--- config.mk ---
export PLATFORM = sky130hd
export DESIGN_NAME = spi_io_frame_exchange_flat
export DESIGN_NICKNAME = d
export VERILOG_FILES = /design/src/rtl/spi_ife_pkg.sv /design/src/rtl/spi_ife_in_if.sv /design/src/rtl/spi_ife_out_if.sv /design/src/rtl/spi_io_frame_exchange.sv /design/src/rtl/spi_ife_ctrl.sv /design/src/rtl/spi_ife_dpath.sv /design/src/rtl/spi_ife_oreg.sv /design/src/flat_wrapper.sv
export SDC_FILE = /design/constraint.sdc
export NUM_CORES = 1
export LEC_CHECK = 0
export BUFFER_PORTS_ARGS = -buffer_cell sky130_fd_sc_hd__buf_2
export CAP_MARGIN = 20
export CORE_ASPECT_RATIO = 1.5
export CORE_MARGIN = 2
export CORE_UTILIZATION = 50
export CTS_CLUSTER_DIAMETER = 40
export DETAILED_ROUTE_END_ITERATION = 6
export PLACE_DENSITY_LB_ADDON = 0.1
export SETUP_SLACK_MARGIN = 0.3
export SYNTH_ARGS = -nofsm -noshare
export SYNTH_HDL_FRONTEND = slang
export SYNTH_SLANG_ARGS = --single-unit
--- constraint.sdc ---
create_clock -name i_clk -period 6.1 [get_ports i_clk]
set_input_delay 1.525 -clock i_clk [delete_from_list [all_inputs] [get_ports i_clk]]
set_output_delay 1.525 -clock i_clk [all_outputs]
set_load 0.005 [all_outputs]
--- src/rtl/spi_ife_pkg.sv ---
`default_nettype none
// ----------------------------------------------------------------------------
// spi_ife_pkg
// Shared types and constants of the SPI I/O frame exchange master.
// ----------------------------------------------------------------------------
package spi_ife_pkg;

    // Byte position within a frame of up to sixteen bytes.
    localparam int unsigned FIDX_W = 4;
    // Byte counter: counts one past the last byte of the longest frame.
    localparam int unsigned BIDX_W = 5;

    localparam logic [7:0]  TX_MARKER       = 8'h55;
    localparam logic [7:0]  RX_MARKER       = 8'hAA;
    localparam logic [15:0] LINK_TIMEOUT_RST = 16'd100;

    // Commands from the sequencer to the datapath for one tick.
    typedef struct packed {
        logic              build;     // latch the transmit frame contents
        logic              send;      // start a byte on the link this tick
        logic [FIDX_W-1:0] tx_idx;    // transmit frame position to send
        logic              store_rx;  // take the received byte
        logic [FIDX_W-1:0] rx_idx;    // receive frame position of that byte
        logic              check;     // judge the received frame
        logic              select;    // chip select after this tick
    } t_cmd;

    // One result item.
    typedef struct packed {
        logic        send_strobe;
        logic [7:0]  send_byte;
        logic        select_active;
        logic        frame_checked;
        logic        connected;
        logic [7:0]  in_bits_high_volt;
        logic [7:0]  in_bits_low_volt;
        logic [15:0] error_count;
    } t_result;

endpackage
`default_nettype wire

--- src/rtl/spi_ife_in_if.sv ---
`default_nettype none
// ----------------------------------------------------------------------------
// spi_ife_in_if
// Request channel of the frame exchange master: one tick of link status.
// ----------------------------------------------------------------------------
interface spi_ife_in_if;
    logic       valid;
    logic       ready;
    logic       link_ready;
    logic [7:0] received_byte;
    logic [7:0] out_bits_a;
    logic [7:0] out_bits_b;

    modport source (
        output valid, link_ready, received_byte, out_bits_a, out_bits_b,
        input  ready
    );
    modport sink (
        input  valid, link_ready, received_byte, out_bits_a, out_bits_b,
        output ready
    );
endinterface
`default_nettype wire

--- src/rtl/spi_ife_out_if.sv ---
`default_nettype none
// ----------------------------------------------------------------------------
// spi_ife_out_if
// Result channel of the frame exchange master: one result per request.
// ----------------------------------------------------------------------------
interface spi_ife_out_if;
    logic        valid;
    logic        ready;
    logic        send_strobe;
    logic [7:0]  send_byte;
    logic        select_active;
    logic        frame_checked;
    logic        connected;
    logic [7:0]  in_bits_high_volt;
    logic [7:0]  in_bits_low_volt;
    logic [15:0] error_count;

    modport source (
        output valid, send_strobe, send_byte, select_active, frame_checked,
               connected, in_bits_high_volt, in_bits_low_volt, error_count,
        input  ready
    );
    modport sink (
        input  valid, send_strobe, send_byte, select_active, frame_checked,
               connected, in_bits_high_volt, in_bits_low_volt, error_count,
        output ready
    );
endinterface
`default_nettype wire

--- src/rtl/spi_io_frame_exchange.sv ---
`default_nettype none
// ----------------------------------------------------------------------------
// spi_io_frame_exchange
// SPI master that trades fixed frames with an I/O board, one step per request.
// ----------------------------------------------------------------------------
// Each request on i_in is one tick of the firmware loop: the link status of
// the byte exchange that just finished and the two output bytes to send. The
// block answers every request with exactly one result on o_out: whether to
// start a byte and which, the chip select level, whether a frame was judged
// this tick, the connection flag, the latched input bytes and the error count.
// A request's result is visible on o_out in the cycle after it is accepted, so
// while the receiver takes each result one request per cycle is sustained; the
// single output register sets that figure. While the receiver stalls, the
// held result stays in the output register and the next request is still
// taken in the cycle the held result leaves. The link timeout register is
// written through i_cfg_we and i_cfg_wdata and resets to 100 ticks. Reset
// returns the sequencer to the frame build phase, clears the link timer,
// connection flag, latched inputs and error count, and empties the output.
// ----------------------------------------------------------------------------
module spi_io_frame_exchange #(
    parameter int unsigned FRAME_BYTES = 6
) (
    input  wire          i_clk,
    input  wire          i_rst_n,
    spi_ife_in_if.sink   i_in,
    spi_ife_out_if.source o_out,
    input  wire          i_cfg_we,
    input  wire  [15:0]  i_cfg_wdata
);
    import spi_ife_pkg::*;

    t_cmd        cmd;
    t_result     result_next;
    t_result     result_q;
    logic        step;
    logic        oreg_free;
    logic        oreg_valid;
    logic [7:0]  send_byte;
    logic        link_next;
    logic [7:0]  high_next;
    logic [7:0]  low_next;
    logic [15:0] errors_next;

    // A request is taken whenever the output register can take its result.
    assign i_in.ready = oreg_free;
    assign step       = i_in.valid && oreg_free;

    // The sequencer decides what this tick does to the frame.
    spi_ife_ctrl #(
        .FRAME_BYTES (FRAME_BYTES)
    ) u_ctrl (
        .i_clk        (i_clk),
        .i_rst_n      (i_rst_n),
        .i_step       (step),
        .i_link_ready (i_in.link_ready),
        .o_cmd        (cmd)
    );

    // The datapath keeps the frames, checksums, timer and counters.
    spi_ife_dpath #(
        .FRAME_BYTES (FRAME_BYTES)
    ) u_dpath (
        .i_clk           (i_clk),
        .i_rst_n         (i_rst_n),
        .i_step          (step),
        .i_cmd           (cmd),
        .i_received_byte (i_in.received_byte),
        .i_out_bits_a    (i_in.out_bits_a),
        .i_out_bits_b    (i_in.out_bits_b),
        .i_cfg_we        (i_cfg_we),
        .i_cfg_wdata     (i_cfg_wdata),
        .o_send_byte     (send_byte),
        .o_link_next     (link_next),
        .o_high_next     (high_next),
        .o_low_next      (low_next),
        .o_errors_next   (errors_next)
    );

    always_comb begin
        result_next.send_strobe       = cmd.send;
        result_next.send_byte         = send_byte;
        result_next.select_active     = cmd.select;
        result_next.frame_checked     = cmd.check;
        result_next.connected         = link_next;
        result_next.in_bits_high_volt = high_next;
        result_next.in_bits_low_volt  = low_next;
        result_next.error_count       = errors_next;
    end

    spi_ife_oreg u_oreg (
        .i_clk    (i_clk),
        .i_rst_n  (i_rst_n),
        .i_load   (step),
        .i_result (result_next),
        .i_take   (o_out.ready),
        .o_valid  (oreg_valid),
        .o_free   (oreg_free),
        .o_result (result_q)
    );

    assign o_out.valid             = oreg_valid;
    assign o_out.send_strobe       = result_q.send_strobe;
    assign o_out.send_byte         = result_q.send_byte;
    assign o_out.select_active     = result_q.select_active;
    assign o_out.frame_checked     = result_q.frame_checked;
    assign o_out.connected         = result_q.connected;
    assign o_out.in_bits_high_volt = result_q.in_bits_high_volt;
    assign o_out.in_bits_low_volt  = result_q.in_bits_low_volt;
    assign o_out.error_count       = result_q.error_count;

endmodule
`default_nettype wire

--- src/rtl/spi_ife_ctrl.sv ---
`default_nettype none
// ----------------------------------------------------------------------------
// spi_ife_ctrl
// Frame sequencer: build, transfer, idle and check phases with byte counter.
// ----------------------------------------------------------------------------
module spi_ife_ctrl #(
    parameter int unsigned FRAME_BYTES = 6
) (
    input  wire                  i_clk,
    input  wire                  i_rst_n,
    input  wire                  i_step,
    input  wire                  i_link_ready,
    output spi_ife_pkg::t_cmd    o_cmd
);
    import spi_ife_pkg::*;

    localparam logic [1:0] PH_BUILD = 2'd0;
    localparam logic [1:0] PH_XFER  = 2'd1;
    localparam logic [1:0] PH_IDLE  = 2'd2;
    localparam logic [1:0] PH_CHECK = 2'd3;

    localparam logic [BIDX_W-1:0] LP_FB = BIDX_W'(FRAME_BYTES);

    logic [1:0]        r_phase, n_phase;
    logic [BIDX_W-1:0] r_bi, n_bi;
    logic [BIDX_W-1:0] bi_m1;

    assign bi_m1 = r_bi - BIDX_W'(1);

    always_comb begin
        n_phase = r_phase;
        n_bi    = r_bi;
        o_cmd   = '0;
        case (r_phase)
            PH_BUILD: begin
                o_cmd.build = 1'b1;
                n_phase     = PH_XFER;
                n_bi        = '0;
            end
            PH_XFER: begin
                if (r_bi == '0) begin
                    // The first byte goes out without waiting for the link.
                    n_bi         = BIDX_W'(1);
                    o_cmd.send   = 1'b1;
                    o_cmd.tx_idx = '0;
                end else if (i_link_ready) begin
                    o_cmd.store_rx = 1'b1;
                    o_cmd.rx_idx   = bi_m1[FIDX_W-1:0];
                    n_bi           = r_bi + BIDX_W'(1);
                    if (n_bi > LP_FB) begin
                        n_phase = PH_IDLE;
                    end else begin
                        o_cmd.send   = 1'b1;
                        o_cmd.tx_idx = r_bi[FIDX_W-1:0];
                    end
                end
            end
            PH_IDLE: begin
                n_phase = PH_CHECK;
            end
            PH_CHECK: begin
                o_cmd.check = 1'b1;
                n_phase     = PH_BUILD;
            end
            default: begin
                n_phase = PH_BUILD;
            end
        endcase
        o_cmd.select = (n_phase != PH_BUILD);
    end

    always_ff @(posedge i_clk) begin
        if (!i_rst_n) begin
            r_phase <= PH_BUILD;
            r_bi    <= '0;
        end else if (i_step) begin
            r_phase <= n_phase;
            r_bi    <= n_bi;
        end
    end

endmodule
`default_nettype wire

--- src/rtl/spi_ife_dpath.sv ---
`default_nettype none
// ----------------------------------------------------------------------------
// spi_ife_dpath
// Frame datapath: transmit frame, receive checksum, link timer and counters.
// ----------------------------------------------------------------------------
module spi_ife_dpath #(
    parameter int unsigned FRAME_BYTES = 6
) (
    input  wire                  i_clk,
    input  wire                  i_rst_n,
    input  wire                  i_step,
    input  spi_ife_pkg::t_cmd    i_cmd,
    input  wire  [7:0]           i_received_byte,
    input  wire  [7:0]           i_out_bits_a,
    input  wire  [7:0]           i_out_bits_b,
    input  wire                  i_cfg_we,
    input  wire  [15:0]          i_cfg_wdata,
    output logic [7:0]           o_send_byte,
    output logic                 o_link_next,
    output logic [7:0]           o_high_next,
    output logic [7:0]           o_low_next,
    output logic [15:0]          o_errors_next
);
    import spi_ife_pkg::*;

    localparam logic [FIDX_W-1:0] LP_CK_LO = FIDX_W'(FRAME_BYTES - 2);
    localparam logic [FIDX_W-1:0] LP_CK_HI = FIDX_W'(FRAME_BYTES - 1);

    logic [15:0] r_timeout_cfg;

    // Transmit frame: only the two data bytes and the checksum vary.
    logic [7:0]  r_tx_a, r_tx_b;
    logic [15:0] r_tx_ck;

    // Receive frame: the bytes the check needs plus a running sum.
    logic [7:0]  r_rx_1, r_rx_2, r_rx_3, r_rx_lo, r_rx_hi;
    logic [15:0] r_rx_sum;

    logic [15:0] r_timer, n_timer;
    logic        r_link, n_link;
    logic [7:0]  r_high, n_high, r_low, n_low;
    logic [15:0] r_errors, n_errors;
    logic [7:0]  tx_sel;
    logic        frame_good;

    always_comb begin
        if (i_cmd.tx_idx == '0) begin
            tx_sel = TX_MARKER;
        end else if (i_cmd.tx_idx == FIDX_W'(1)) begin
            tx_sel = r_tx_a;
        end else if (i_cmd.tx_idx == FIDX_W'(2)) begin
            tx_sel = r_tx_b;
        end else if (i_cmd.tx_idx == LP_CK_LO) begin
            tx_sel = r_tx_ck[7:0];
        end else if (i_cmd.tx_idx == LP_CK_HI) begin
            tx_sel = r_tx_ck[15:8];
        end else begin
            tx_sel = 8'h00;
        end
    end

    assign o_send_byte = i_cmd.send ? tx_sel : 8'h00;

    assign frame_good = (r_rx_1 == RX_MARKER) && ({r_rx_hi, r_rx_lo} == ~r_rx_sum);

    always_comb begin
        n_timer  = r_timer;
        n_link   = r_link;
        n_high   = r_high;
        n_low    = r_low;
        n_errors = r_errors;
        if (i_cmd.check) begin
            if (frame_good) begin
                n_high  = r_rx_2;
                n_low   = r_rx_3;
                n_timer = '0;
                n_link  = 1'b1;
            end else begin
                n_errors = r_errors + 16'd1;
            end
        end
        if (n_timer < r_timeout_cfg) begin
            n_timer = n_timer + 16'd1;
        end else begin
            n_link = 1'b0;
        end
    end

    assign o_link_next   = n_link;
    assign o_high_next   = n_high;
    assign o_low_next    = n_low;
    assign o_errors_next = n_errors;

    always_ff @(posedge i_clk) begin
        if (!i_rst_n) begin
            r_timeout_cfg <= LINK_TIMEOUT_RST;
            r_timer       <= '0;
            r_link        <= 1'b0;
            r_high        <= '0;
            r_low         <= '0;
            r_errors      <= '0;
        end else begin
            if (i_cfg_we) begin
                r_timeout_cfg <= i_cfg_wdata;
            end
            if (i_step) begin
                r_timer  <= n_timer;
                r_link   <= n_link;
                r_high   <= n_high;
                r_low    <= n_low;
                r_errors <= n_errors;
            end
        end
    end

    always_ff @(posedge i_clk) begin
        if (i_step && i_cmd.build) begin
            r_tx_a   <= i_out_bits_a;
            r_tx_b   <= i_out_bits_b;
            r_tx_ck  <= ~(16'(TX_MARKER) + 16'(i_out_bits_a) + 16'(i_out_bits_b));
            r_rx_sum <= '0;
        end
        if (i_step && i_cmd.store_rx) begin
            if (i_cmd.rx_idx < LP_CK_LO) begin
                r_rx_sum <= r_rx_sum + 16'(i_received_byte);
            end
            if (i_cmd.rx_idx == FIDX_W'(1)) begin
                r_rx_1 <= i_received_byte;
            end
            if (i_cmd.rx_idx == FIDX_W'(2)) begin
                r_rx_2 <= i_received_byte;
            end
            if (i_cmd.rx_idx == FIDX_W'(3)) begin
                r_rx_3 <= i_received_byte;
            end
            if (i_cmd.rx_idx == LP_CK_LO) begin
                r_rx_lo <= i_received_byte;
            end
            if (i_cmd.rx_idx == LP_CK_HI) begin
                r_rx_hi <= i_received_byte;
            end
        end
    end

endmodule
`default_nettype wire

--- src/rtl/spi_ife_oreg.sv ---
`default_nettype none
// ----------------------------------------------------------------------------
// spi_ife_oreg
// Output register: holds one result until the receiver takes it.
// ----------------------------------------------------------------------------
module spi_ife_oreg (
    input  wire                  i_clk,
    input  wire                  i_rst_n,
    input  wire                  i_load,
    input  spi_ife_pkg::t_result i_result,
    input  wire                  i_take,
    output logic                 o_valid,
    output logic                 o_free,
    output spi_ife_pkg::t_result o_result
);
    import spi_ife_pkg::*;

    logic    r_valid;
    t_result r_result;

    assign o_valid  = r_valid;
    assign o_free   = !r_valid || i_take;
    assign o_result = r_result;

    always_ff @(posedge i_clk) begin
        if (!i_rst_n) begin
            r_valid <= 1'b0;
        end else if (i_load) begin
            r_valid <= 1'b1;
        end else if (i_take) begin
            r_valid <= 1'b0;
        end
    end

    always_ff @(posedge i_clk) begin
        if (i_load) begin
            r_result <= i_result;
        end
    end

endmodule
`default_nettype wire

--- src/flat_wrapper.sv ---
// flat-port wrapper written by rule: the top's interface ports become plain ports
module spi_io_frame_exchange_flat import spi_ife_pkg::*;
#(
    parameter int unsigned FRAME_BYTES = 6
)
  (i_clk, i_rst_n, i_cfg_we, i_cfg_wdata, i_in_valid, i_in_link_ready, i_in_received_byte, i_in_out_bits_a, i_in_out_bits_b, i_in_ready, o_out_valid, o_out_send_strobe, o_out_send_byte, o_out_select_active, o_out_frame_checked, o_out_connected, o_out_in_bits_high_volt, o_out_in_bits_low_volt, o_out_error_count, o_out_ready);
  spi_ife_in_if i_in_i ();
  spi_ife_out_if o_out_i ();
  input  wire i_clk;
  input  wire i_rst_n;
  input  wire i_cfg_we;
  input  wire  [15:0] i_cfg_wdata;
  input wire logic [$bits(i_in_i.valid)-1:0] i_in_valid;
  input wire logic [$bits(i_in_i.link_ready)-1:0] i_in_link_ready;
  input wire logic [$bits(i_in_i.received_byte)-1:0] i_in_received_byte;
  input wire logic [$bits(i_in_i.out_bits_a)-1:0] i_in_out_bits_a;
  input wire logic [$bits(i_in_i.out_bits_b)-1:0] i_in_out_bits_b;
  output wire logic [$bits(i_in_i.ready)-1:0] i_in_ready;
  output wire logic [$bits(o_out_i.valid)-1:0] o_out_valid;
  output wire logic [$bits(o_out_i.send_strobe)-1:0] o_out_send_strobe;
  output wire logic [$bits(o_out_i.send_byte)-1:0] o_out_send_byte;
  output wire logic [$bits(o_out_i.select_active)-1:0] o_out_select_active;
  output wire logic [$bits(o_out_i.frame_checked)-1:0] o_out_frame_checked;
  output wire logic [$bits(o_out_i.connected)-1:0] o_out_connected;
  output wire logic [$bits(o_out_i.in_bits_high_volt)-1:0] o_out_in_bits_high_volt;
  output wire logic [$bits(o_out_i.in_bits_low_volt)-1:0] o_out_in_bits_low_volt;
  output wire logic [$bits(o_out_i.error_count)-1:0] o_out_error_count;
  input wire logic [$bits(o_out_i.ready)-1:0] o_out_ready;
  assign i_in_i.valid = i_in_valid;
  assign i_in_i.link_ready = i_in_link_ready;
  assign i_in_i.received_byte = i_in_received_byte;
  assign i_in_i.out_bits_a = i_in_out_bits_a;
  assign i_in_i.out_bits_b = i_in_out_bits_b;
  assign i_in_ready = i_in_i.ready;
  assign o_out_valid = o_out_i.valid;
  assign o_out_send_strobe = o_out_i.send_strobe;
  assign o_out_send_byte = o_out_i.send_byte;
  assign o_out_select_active = o_out_i.select_active;
  assign o_out_frame_checked = o_out_i.frame_checked;
  assign o_out_connected = o_out_i.connected;
  assign o_out_in_bits_high_volt = o_out_i.in_bits_high_volt;
  assign o_out_in_bits_low_volt = o_out_i.in_bits_low_volt;
  assign o_out_error_count = o_out_i.error_count;
  assign o_out_i.ready = o_out_ready;
  spi_io_frame_exchange #(.FRAME_BYTES(FRAME_BYTES)) u_core (.i_clk(i_clk), .i_rst_n(i_rst_n), .i_in(i_in_i), .o_out(o_out_i), .i_cfg_we(i_cfg_we), .i_cfg_wdata(i_cfg_wdata));
endmodule
# ---- Yosys cells after proc, flatten, opt, wreduce, memory -nomap -nowiden
# Cells that the tools add are included.
dict set report totals {
  register_bits 205
  wordCells 110
  in_bits 46
  out_inout_bits 46
}
dict set report op_classes {
  reduce_logical 19
  n_bitwise 3
  n_eq_ne 15
  add_sub_neg 7
  order_cmp 3
  muxes 36
}
# operator n
set op_table {}
lappend op_table {{16-bit 2-to-1 mux} 8}
lappend op_table {{8-bit 2-to-1 mux} 8}
lappend op_table {{16-bit by 1-bit adder with 16-bit output (second input constant)} 2}
lappend op_table {{5-bit 2-to-1 mux} 5}
lappend op_table {{10-bit 2-to-1 mux} 2}
lappend op_table {{16-bit by 8-bit adder with 16-bit output} 1}
lappend op_table {{16-bit == test} 1}
lappend op_table {{4-bit by 3-bit == test with 1-bit output (second input constant)} 4}
lappend op_table {{16-bit < comparator} 1}
lappend op_table {{10-bit inverter with 16-bit output} 1}
lappend op_table {{16-bit inverter} 1}
lappend op_table {{4-bit by 2-bit == test with 1-bit output (second input constant)} 3}
lappend op_table {{9-bit by 8-bit adder with 10-bit output} 1}
lappend op_table {{5-bit case mux with 2 select lines} 1}
lappend op_table {{2-bit AND reduction} 5}
lappend op_table {{7-bit by 8-bit adder with 9-bit output (first input constant)} 1}
lappend op_table {{4-bit by 1-bit == test with 1-bit output (second input constant)} 2}
lappend op_table {{8-bit == test (second input constant)} 1}
lappend op_table {{2-bit case mux with 4 select lines} 1}
lappend op_table {{1-bit 2-to-1 mux} 7}
lappend op_table {{7-bit 2-to-1 mux} 1}
lappend op_table {{2-bit 2-to-1 mux} 3}
lappend op_table {{2-bit nonzero test} 3}
lappend op_table {{5-bit by 1-bit adder with 5-bit output (second input constant)} 1}
lappend op_table {{15 further kinds} 19}

# ---- Depth between registers and ports, before layout
# Gate-level depths: netlist (run 1).
dict set report logic_depth {
  depth_word 12
  depth_mapped 16
  depth_no_buf 14
}

# ---- Hierarchy
# A second synthesis (run 1) with hierarchy kept.
dict set report unflattened {
  hier_cells 970
  area_unflattened_um2 9683.0
}
# mod seq_area_each_um2 area_each_um2 cells_each instances
set modules_own_cells {}
lappend modules_own_cells {spi_ife_dpath 3603.5 7707.4 848 1}
lappend modules_own_cells {spi_ife_oreg 1341.3 1370.1 48 1}
lappend modules_own_cells {spi_ife_ctrl 140.1 599.3 73 1}
lappend modules_own_cells {spi_io_frame_exchange 0.0 6.3 1 1}

# ---- Worst setup path before layout (run 1)
# No wires, ideal clock.
dict set report synth_path {
  path_type {input to register}
  start {input o_out_ready}
  end {register u_core.u_dpath.r_rx_1[0] (enable)}
  required_ps 5702
  setup_time_ps 398
  arrival_ps 4728
  stages 6
  path_slack_ps 974
  path_buffers 1
  path_cell_list {nand2b_1 -> nand2_1 -> clkinv_1 -> clkbuf_1 -> nand2_1 -> nor4b_1}
}
dict set report synth_between {
  elab_chain_cells 4
}
# item line
set synth_lines {}
lappend synth_lines {{from (decl)} flat_wrapper.sv:28} ;# input wire logic [$bits(o_out_i.ready)-1:0] o_out_ready;
lappend synth_lines {{1-bit logical OR} spi_ife_oreg.sv:22} ;# assign o_free = !r_valid || i_take;
lappend synth_lines {{1-bit logical AND} spi_io_frame_exchange.sv:46} ;# assign step = i_in.valid && oreg_free;
lappend synth_lines {{net u_core.step} spi_io_frame_exchange.sv:35} ;# logic step;
lappend synth_lines {{1-bit logical AND} spi_ife_dpath.sv:123} ;# if (i_step && i_cmd.store_rx) begin
lappend synth_lines {{2-bit AND reduction (no line)} --}
lappend synth_lines {{to (signal assigned)} spi_ife_dpath.sv:128} ;# r_rx_1 <= i_received_byte;
lappend synth_lines {{to (decl)} spi_ife_dpath.sv:36} ;# logic [7:0] r_rx_1, r_rx_2, r_rx_3, r_rx_lo, r_rx_hi;
# The timed path passes the listed nets, and every way through them passes these cells.
# A chain may end at the register's enable or synchronous reset.

# ---- Worst setup path in the final report (run 1)
dict set report layout_path {
  start {register u_core.u_dpath.r_rx_1[0]}
  end {register u_core.u_dpath.r_timer[5]}
}
dict set report layout_between {
  elab_chain_cells 6
  elab_cells_between_ends 7
  cone_classes {add/sub (1); order compare (1); eq/ne (1); mux (3); reduce/logical (1)}
}
# item line
set layout_lines {}
lappend layout_lines {{8-bit == test (*)} spi_ife_dpath.sv:64} ;# assign frame_good = (r_rx_1 == RX_MARKER) && ({r_rx_hi, r_rx_lo} == ~r_rx_sum);
lappend layout_lines {{1-bit logical AND (*)} spi_ife_dpath.sv:64}
lappend layout_lines {{16-bit 2-to-1 mux (*)} spi_ife_dpath.sv:73} ;# if (frame_good) begin
lappend layout_lines {{16-bit 2-to-1 mux (*)} spi_ife_dpath.sv:72} ;# if (i_cmd.check) begin
lappend layout_lines {{16-bit by 1-bit adder with 16-bit output / 16-bit < comparator (equally long branches)} {spi_ife_dpath.sv:83, spi_ife_dpath.sv:82}}
lappend layout_lines {{16-bit 2-to-1 mux (*)} spi_ife_dpath.sv:82} ;# if (n_timer < r_timeout_cfg) begin
lappend layout_lines {{to (signal assigned)} spi_ife_dpath.sv:107} ;# r_timer <= n_timer;
lappend layout_lines {{to (decl)} spi_ife_dpath.sv:39} ;# logic [15:0] r_timer, n_timer;
# Mark *: on every way between the ends. The rest lies on a longest branch, timed or not.

==> results_dict.tcl, run 1 <==
set metrics [dict create \
    final_antenna_net_count 0 \
    required_ns 6.42 \
    cts_hold_repair.buffers 0 \
    synth_area_mm2 0.00950 \
    synth_top_family_by_area "simple AND/OR/NAND/NOR gates" \
    synth_xor_area_share_pct 4.89 \
    htree_levels 4 \
    p_clk_share_pct 42.0 \
    r2r_cells 14 \
    ys_ff_latch 199 \
    num_io_pins 92 \
    drtIter0Drc 296 \
    worstSetupPathType "register to register" \
    viasPerCell 5.32 \
    port_buffers 91 \
    drc_errors 0 \
    syn_area_per_cell_um2 10.6 \
    syn_nets 986 \
    hpwl_um 13900 \
    netSwitchingPower_uw 611 \
    ff2ff_setup_slack_ns 1.73 \
    max_freq_mhz 229 \
    drtPass1Iterations 5 \
    tightestPinTransition_ns 1.03 \
    cp-start-kind "register" \
    status "complete, no violations" \
    path_clk_slew_ns 0.07 \
    fp-row-count 61 \
    r2r-end "u_core.u_dpath.r_timer[5]" \
    fp.dieW_um 117 \
    synth-simple-area-share_pct 16.1 \
    synth_edf_count 110 \
    setup_tns_ns 0 \
    synth-adder-area-share_pct 6.22 \
    num_antenna_cells 0 \
    seqPwrFrac_pct 52.0 \
    startpoint "u_core.u_dpath.r_rx_1[0]" \
    cts_sinks 199 \
    drv_cap 0 \
    final_core_util_pct 58.3 \
    slew_headroom_pct 31.2 \
    reg2reg_from "u_core.u_dpath.r_rx_1[0]" \
    period_minus_slack_ns 4.37 \
    cts_buffers 17 \
    pwr_density_cell_mw_per_mm2 262 \
    gp_congestion 0.837 \
    ys.flop_type "edfxtp_1" \
    synth_compound_area_share_pct 10.6 \
    grt_pass1_vias 6480 \
    cts-resized-gates 0 \
    core_mm2 0.0185 \
    n_fill_cell 1671 \
    path_max_fanout 23 \
    synthArstFlopShare_pct 0 \
    synth_seq_area_share_pct 53.5 \
    root_buffer "clkbuf_16" \
    swShare_pct 21.6 \
    p_total_uw 2830 \
    combPwrFrac_pct 6.0 \
    cts_tree "yes" \
    start_util_pct 51.2 \
    pre_cts_ws_ns 1.75 \
    drt_wl_total_um 19600 \
    cts_setup_buffers 0 \
    drv_slew 0 \
    drive_gt1_share_pct 17.9 \
    hold_path_depth 2 \
    wl_per_cell_um 15.8 \
    syn_inst 894 \
    grt_setup_unrepaired "false" \
    max-vdd-ir-drop_mv 0.189 \
    cp.arrival_ns 4.69 \
    area_growth_pct 13.9 \
    overflow 0 \
    worst_slack_ns 1.73 \
    grt_pass1_wl_um 32300 \
    yosysUniqueCellTypes 66 \
    gr-usage-all-layers_pct 20.5 \
    hp-class "register to register" \
    hold_viol_final 0 \
    p_leak_uw 0.00435 \
    fin_crit_sh_pct 71.6 \
    skew_ns 0.00710 \
    grt_antenna_before_repair 0 \
    vias 6624 \
    crit_end "u_core.u_dpath.r_timer[5]" \
    nNetsFinal 1071 \
    yosysWarnings 0 \
    design.die.area_mm2 0.0201 \
    clockBufferDepth 2 \
    end_kind "register" \
    intPower_uw 2220 \
    clk_latency_ns 0.43 \
    final-setup-viol-count 0 \
    grt_start_max_net_pins 62 \
    muxShareOfSynthArea_pct 4.70 \
    die_y_um 173 \
]
-- final cells by class --
| cell class | instances | area [µm²] | area share, % |
|---|---|---|---|
| Tap cell | 252 | 315 | 2.92 |
| Inverter | 62 | 233 | 2.15 |
| Clock buffer | 20 | 447 | 4.13 |
| Timing Repair Buffer | 101 | 531 | 4.91 |
| Multi-Input combinational cell | 598 | 4030 | 37.3 |
| Clock inverter | 12 | 175 | 1.62 |
| Sequential cell | 199 | 5080 | 47.0 |
-- metal layers --
metal	global-route usage [%]	vias up	share of wire [%]	routed length, µm
met1	24.2	3147	42	8160
met2	37.0	102	54	10600
met5	0	-	0	0
met3	3.79	22	3.0	598
li1	-	3353	-	-
met4	6.50	0	1.4	269
-- worst max-delay path, cell delays in order (launching register included) --
cell and delay [ns]:
edfxtp_1 0.38, nor4bb_1 0.32, nand4_1 0.24, nor3_4 0.35
nand2_1 0.37, buf_4 0.35, and2_1 0.21, ha_1 0.28
nor2b_1 0.13, o211ai_1 0.16, a21oi_1 0.09, o31a_1 0.42
nor3_4 0.50, nand3_1 0.16, mux2_2 0.29
-- through the flow --
step	hold WS [ns]	area, µm²	instances
finish	0.455	10800	1244
detailed placement	0.445	10200	1212
CTS	0.456	10800	1244
global placement	0.438	10200	1212
floorplan	0.433	9500	894
global route	0.478	10800	1244
-- flip-flops by register name, indices dropped and copies added (netlist names), 10 cells and up, named ones only --
register	cells
u_core.u_dpath.r_errors	16
u_core.u_dpath.r_timer	16
u_core.u_dpath.r_timeout_cfg	16
u_core.u_oreg.o_result	44
u_core.u_dpath.r_tx_ck	10
u_core.u_dpath.r_rx_sum	16
-- worst min-delay path by stage --
stage	from	to
after global placement	u_core.u_dpath.r_high[2]	u_core.u_dpath.r_high[2]
final	u_core.u_dpath.r_low[2]	u_core.u_dpath.r_low[2]
after detailed placement	u_core.u_dpath.r_low[4]	u_core.u_dpath.r_low[4]
after global routing	u_core.u_dpath.r_high[3]	u_core.u_dpath.r_high[3]
after CTS	u_core.u_dpath.r_low[2]	u_core.u_dpath.r_low[2]
after floorplan	u_core.u_dpath.r_high[0]	u_core.u_dpath.r_high[0]
-- cell usage in the layout, fill, tap and decap left out, drive strengths merged, types with 4 or more instances in the layout --
cell / synthesis / final
a21o: 6 / 6
o21a: 8 / 8
mux2: 21 / 21
clkinv: 2 / 6
inv: 60 / 64
bufinv: 0 / 4
nand2: 97 / 97
nor2b: 5 / 5
a2111oi: 4 / 4
nand4: 20 / 20
and2: 17 / 17
o21ai: 29 / 29
and3: 12 / 12
o211ai: 5 / 5
xnor2: 13 / 13
nor4: 6 / 6
clkbuf: 23 / 20
a21oi: 75 / 75
nand2b: 6 / 6
a31o: 4 / 4
nor2: 55 / 55
edfxtp: 110 / 110
dfxtp: 89 / 89
o31a: 7 / 7
buf: 12 / 101
mux2i: 21 / 21
or3: 5 / 5
nand3: 42 / 42
nor3: 17 / 17
xor2: 40 / 40
ha: 44 / 44
-- power groups by stage --
stage / Clock (µW) / Sequential (µW) / Combinational, µW
floorplan: 0 / 1500 / 106
global placement: 0 / 1500 / 171
detailed placement: 0 / 1500 / 173
CTS: 1220 / 1470 / 174
global route: 1270 / 1480 / 194
finish: 1190 / 1470 / 169
-- Yosys cell counts, types with 3 or more instances --
master / instances / area [µm²]
inv_1: 60 / 225
a21oi_1: 74 / 370
ha_1: 44 / 551
nand3_1: 42 / 210
clkbuf_1: 23 / 86.3
nand2b_1: 6 / 37.5
o211ai_1: 5 / 37.5
nand2_1: 95 / 357
nor3_1: 13 / 65.1
xor2_1: 40 / 350
nor4_1: 5 / 31.3
nor2_1: 54 / 203
and2_1: 16 / 100
edfxtp_1: 110 / 3300
mux2_2: 21 / 236
o31a_1: 7 / 61.3
o21a_1: 8 / 60.1
mux2i_1: 21 / 210
o21ai_0: 29 / 145
or2_2: 3 / 18.8
dfxtp_1: 89 / 1780
buf_2: 8 / 40.0
nand4_1: 20 / 125
a21o_1: 6 / 45.0
a31oi_1: 3 / 18.8
nor2b_1: 5 / 31.3
and3_1: 12 / 75.1
xnor2_1: 13 / 114
a31o_2: 4 / 35.0
or3_1: 5 / 31.3
-- cell families (layout without fill, tap and decap cells) --
group | Yosys count | in the layout
compound gates | 157 | 157
xor+xnor | 53 | 53
fa+ha+maj | 46 | 46
buf+inv | 97 | 195
flops | 199 | 199
mux | 42 | 42
simple gates | 300 | 300
No activity file was read; power rests on OpenSTA's default activity.
==> run 2: changes to the inputs <==
==> constraint.sdc (replaced) <==
create_clock -name i_clk -period 4.25 [get_ports i_clk]
set_input_delay 1.0625 -clock i_clk [delete_from_list [all_inputs] [get_ports i_clk]]
set_output_delay 1.0625 -clock i_clk [all_outputs]
set_load 0.005 [all_outputs]
==> run 2 against run 1 <==
Sequential power is 44% higher; design area grew 0.30%; hold slack got worse by 0.00051 ns; first-iteration DRC count shrank 17%; sequential cell count stayed put; register-to-register slack got worse by 1.2 ns; via count up 0.26%; cell count rose by 0.64%; routed wire length fell by 1.7%; non-clock buffer count increased by 8; critical endpoint is now u_core.u_dpath.r_timer[11]; highest routed layer unchanged.
==> results_dict.tcl, run 2 (synthesized netlist as in run 1, its figures left out) <==
set metrics [dict create \
    required_ns 4.58 \
    htree_levels 4 \
    clockBufferDepth 2 \
    num_io_pins 92 \
    period_minus_slack_ns 3.67 \
    cp-start-kind "register" \
    max-vdd-ir-drop_mv 0.223 \
    final-setup-viol-count 0 \
    wl_per_cell_um 15.4 \
    cts_sinks 199 \
    max_stage_delay_ns 0.74 \
    port_buffers 91 \
    drtIter0Drc 247 \
    drtPass1Iterations 4 \
    status "complete, no violations" \
    n_fill_cell 1630 \
    nNetsFinal 1079 \
    slew_headroom_pct 43.1 \
    grt_setup_unrepaired "false" \
    grt_antenna_before_repair 0 \
    root_buffer "clkbuf_16" \
    hold_slack_ns 0.454 \
    core_mm2 0.0185 \
    wl_met2_um 10200 \
    clk_latency_ns 0.43 \
    fin_crit_sh_pct 86.4 \
    worstSetupPathType "register to register" \
    fp-row-count 61 \
    highest_layer "met4" \
    path_clk_slew_ns 0.07 \
    vias 6641 \
    overflow 0 \
    hp-class "register to register" \
    num_antenna_cells 0 \
    max_freq_mhz 272 \
    drive_gt1_share_pct 18.4 \
    end_kind "register" \
    grt_start_max_net_pins 47 \
    layout_common_cells "110 x edfxtp_1, 95 x nand2_1, 91 x buf_2" \
    cpMaxStageDelayCell "nor4b_1" \
    start_util_pct 51.2 \
    drt_wl_total_um 19300 \
    grt_pass1_vias 6510 \
    design.die.area_mm2 0.0201 \
    cts_buffers 17 \
    largest_reg_flops 44 \
    final_antenna_net_count 0 \
    m1WireLength_um 8210 \
    die_y_um 173 \
    hpwl_um 13700 \
    dr_wl_met3_um 500 \
    gp_congestion 0.846 \
    drv_slew 0 \
    path_cells "nor4bb_1 > nand4_1 > nor3_4 > nand2_1 > buf_4 > and2_1 > ha_1 > a21o_1 > a21oi_1 > o221ai_2 > nor4b_1 > a2111oi_0 > a31o_2" \
    tightestPinTransition_ns 0.854 \
    cp.arrival_ns 4.00 \
    drc_errors 0 \
    viasPerCell 5.30 \
    gr-usage-all-layers_pct 20.0 \
    setup_tns_ns 0 \
    grt_pass1_wl_um 31700 \
    p_total_uw 3940 \
    pwr_density_cell_mw_per_mm2 363 \
    hold_viol_final 0 \
    p_leak_uw 0.00435 \
    drv_cap 0 \
    layout.cells.most_common "edfxtp_1" \
    area_growth_pct 14.2 \
    skew_ns 0.0152 \
    cts_tree "yes" \
    fp.dieW_um 117 \
    path_max_fanout 12 \
]
run 2: cell types whose count changed in the layout (fill, tap and decap cells not counted), moves of 2 or more:
cell	change
bufinv_16	-2
buf_4	+7
clkinv_2	-2
clkinvlp_4	+4
run 2: per-stage QoR:
step	utilization [%]	std cells	setup WS (ns)	instance area (µm²)
final	58.5	1252	0.578	10800
after global routing	58.5	1252	0.317	10800
after CTS	58.3	1250	0.488	10800
after detailed placement	55.2	1218	0.475	10200
after global placement	55.2	1218	0.525	10200
after floorplan	-	894	0.389	9500
run 2: final cells by class:
| cell class | instances | area (µm²) | area share [%] |
|---|---|---|---|
| Tap cell | 252 | 315 | 2.91 |
| Clock buffer | 21 | 450 | 4.15 |
| Sequential cell | 199 | 5080 | 46.9 |
| Multi-Input combinational cell | 598 | 4040 | 37.2 |
| Clock inverter | 11 | 124 | 1.14 |
| Timing Repair Buffer | 109 | 603 | 5.56 |
| Inverter | 62 | 233 | 2.15 |
run 2: worst max-delay path, delay by kind of cell (launching register included):
| kind | cells | cell delay [ns] |
|---|---|---|
| fa+ha+maj | 1 | 0.28 |
| buf+inv | 1 | 0.19 |
| simple gates | 6 | 1.70 |
| compound gates | 5 | 1.04 |
| flops | 1 | 0.37 |
run 2: worst paths after layout:
path	from	endpoint	slack [ns]	cells after the start
worst max register to register	u_core.u_dpath.r_rx_1[4]	u_core.u_dpath.r_timer[11]	0.58	13
worst max-delay path	u_core.u_dpath.r_rx_1[4]	u_core.u_dpath.r_timer[11]	0.58	13
worst min-delay path	u_core.u_dpath.r_low[3]	u_core.u_dpath.r_low[3]	0.45	2
worst min register to register	u_core.u_dpath.r_low[3]	u_core.u_dpath.r_low[3]	0.45	2
run 2: layer usage:
layer	global-route usage, %	vias to the layer above
li1	-	3358
met1	23.3	3162
met2	36.2	96
met3	3.47	25
met4	6.75	0
met5	0	-
run 2: power breakdown:
part           internal [µW]  switching (µW)
Sequential              2090            20.9
Combinational            100             151
Clock                    882             689
Total                   3070             862
run 2: timing repair:
item / CTS / global route
gates resized for setup: 0 / 1
hold buffers: 0 / 0
setup buffers: 0 / 2
endpoints found under the setup margin: 0 / 4
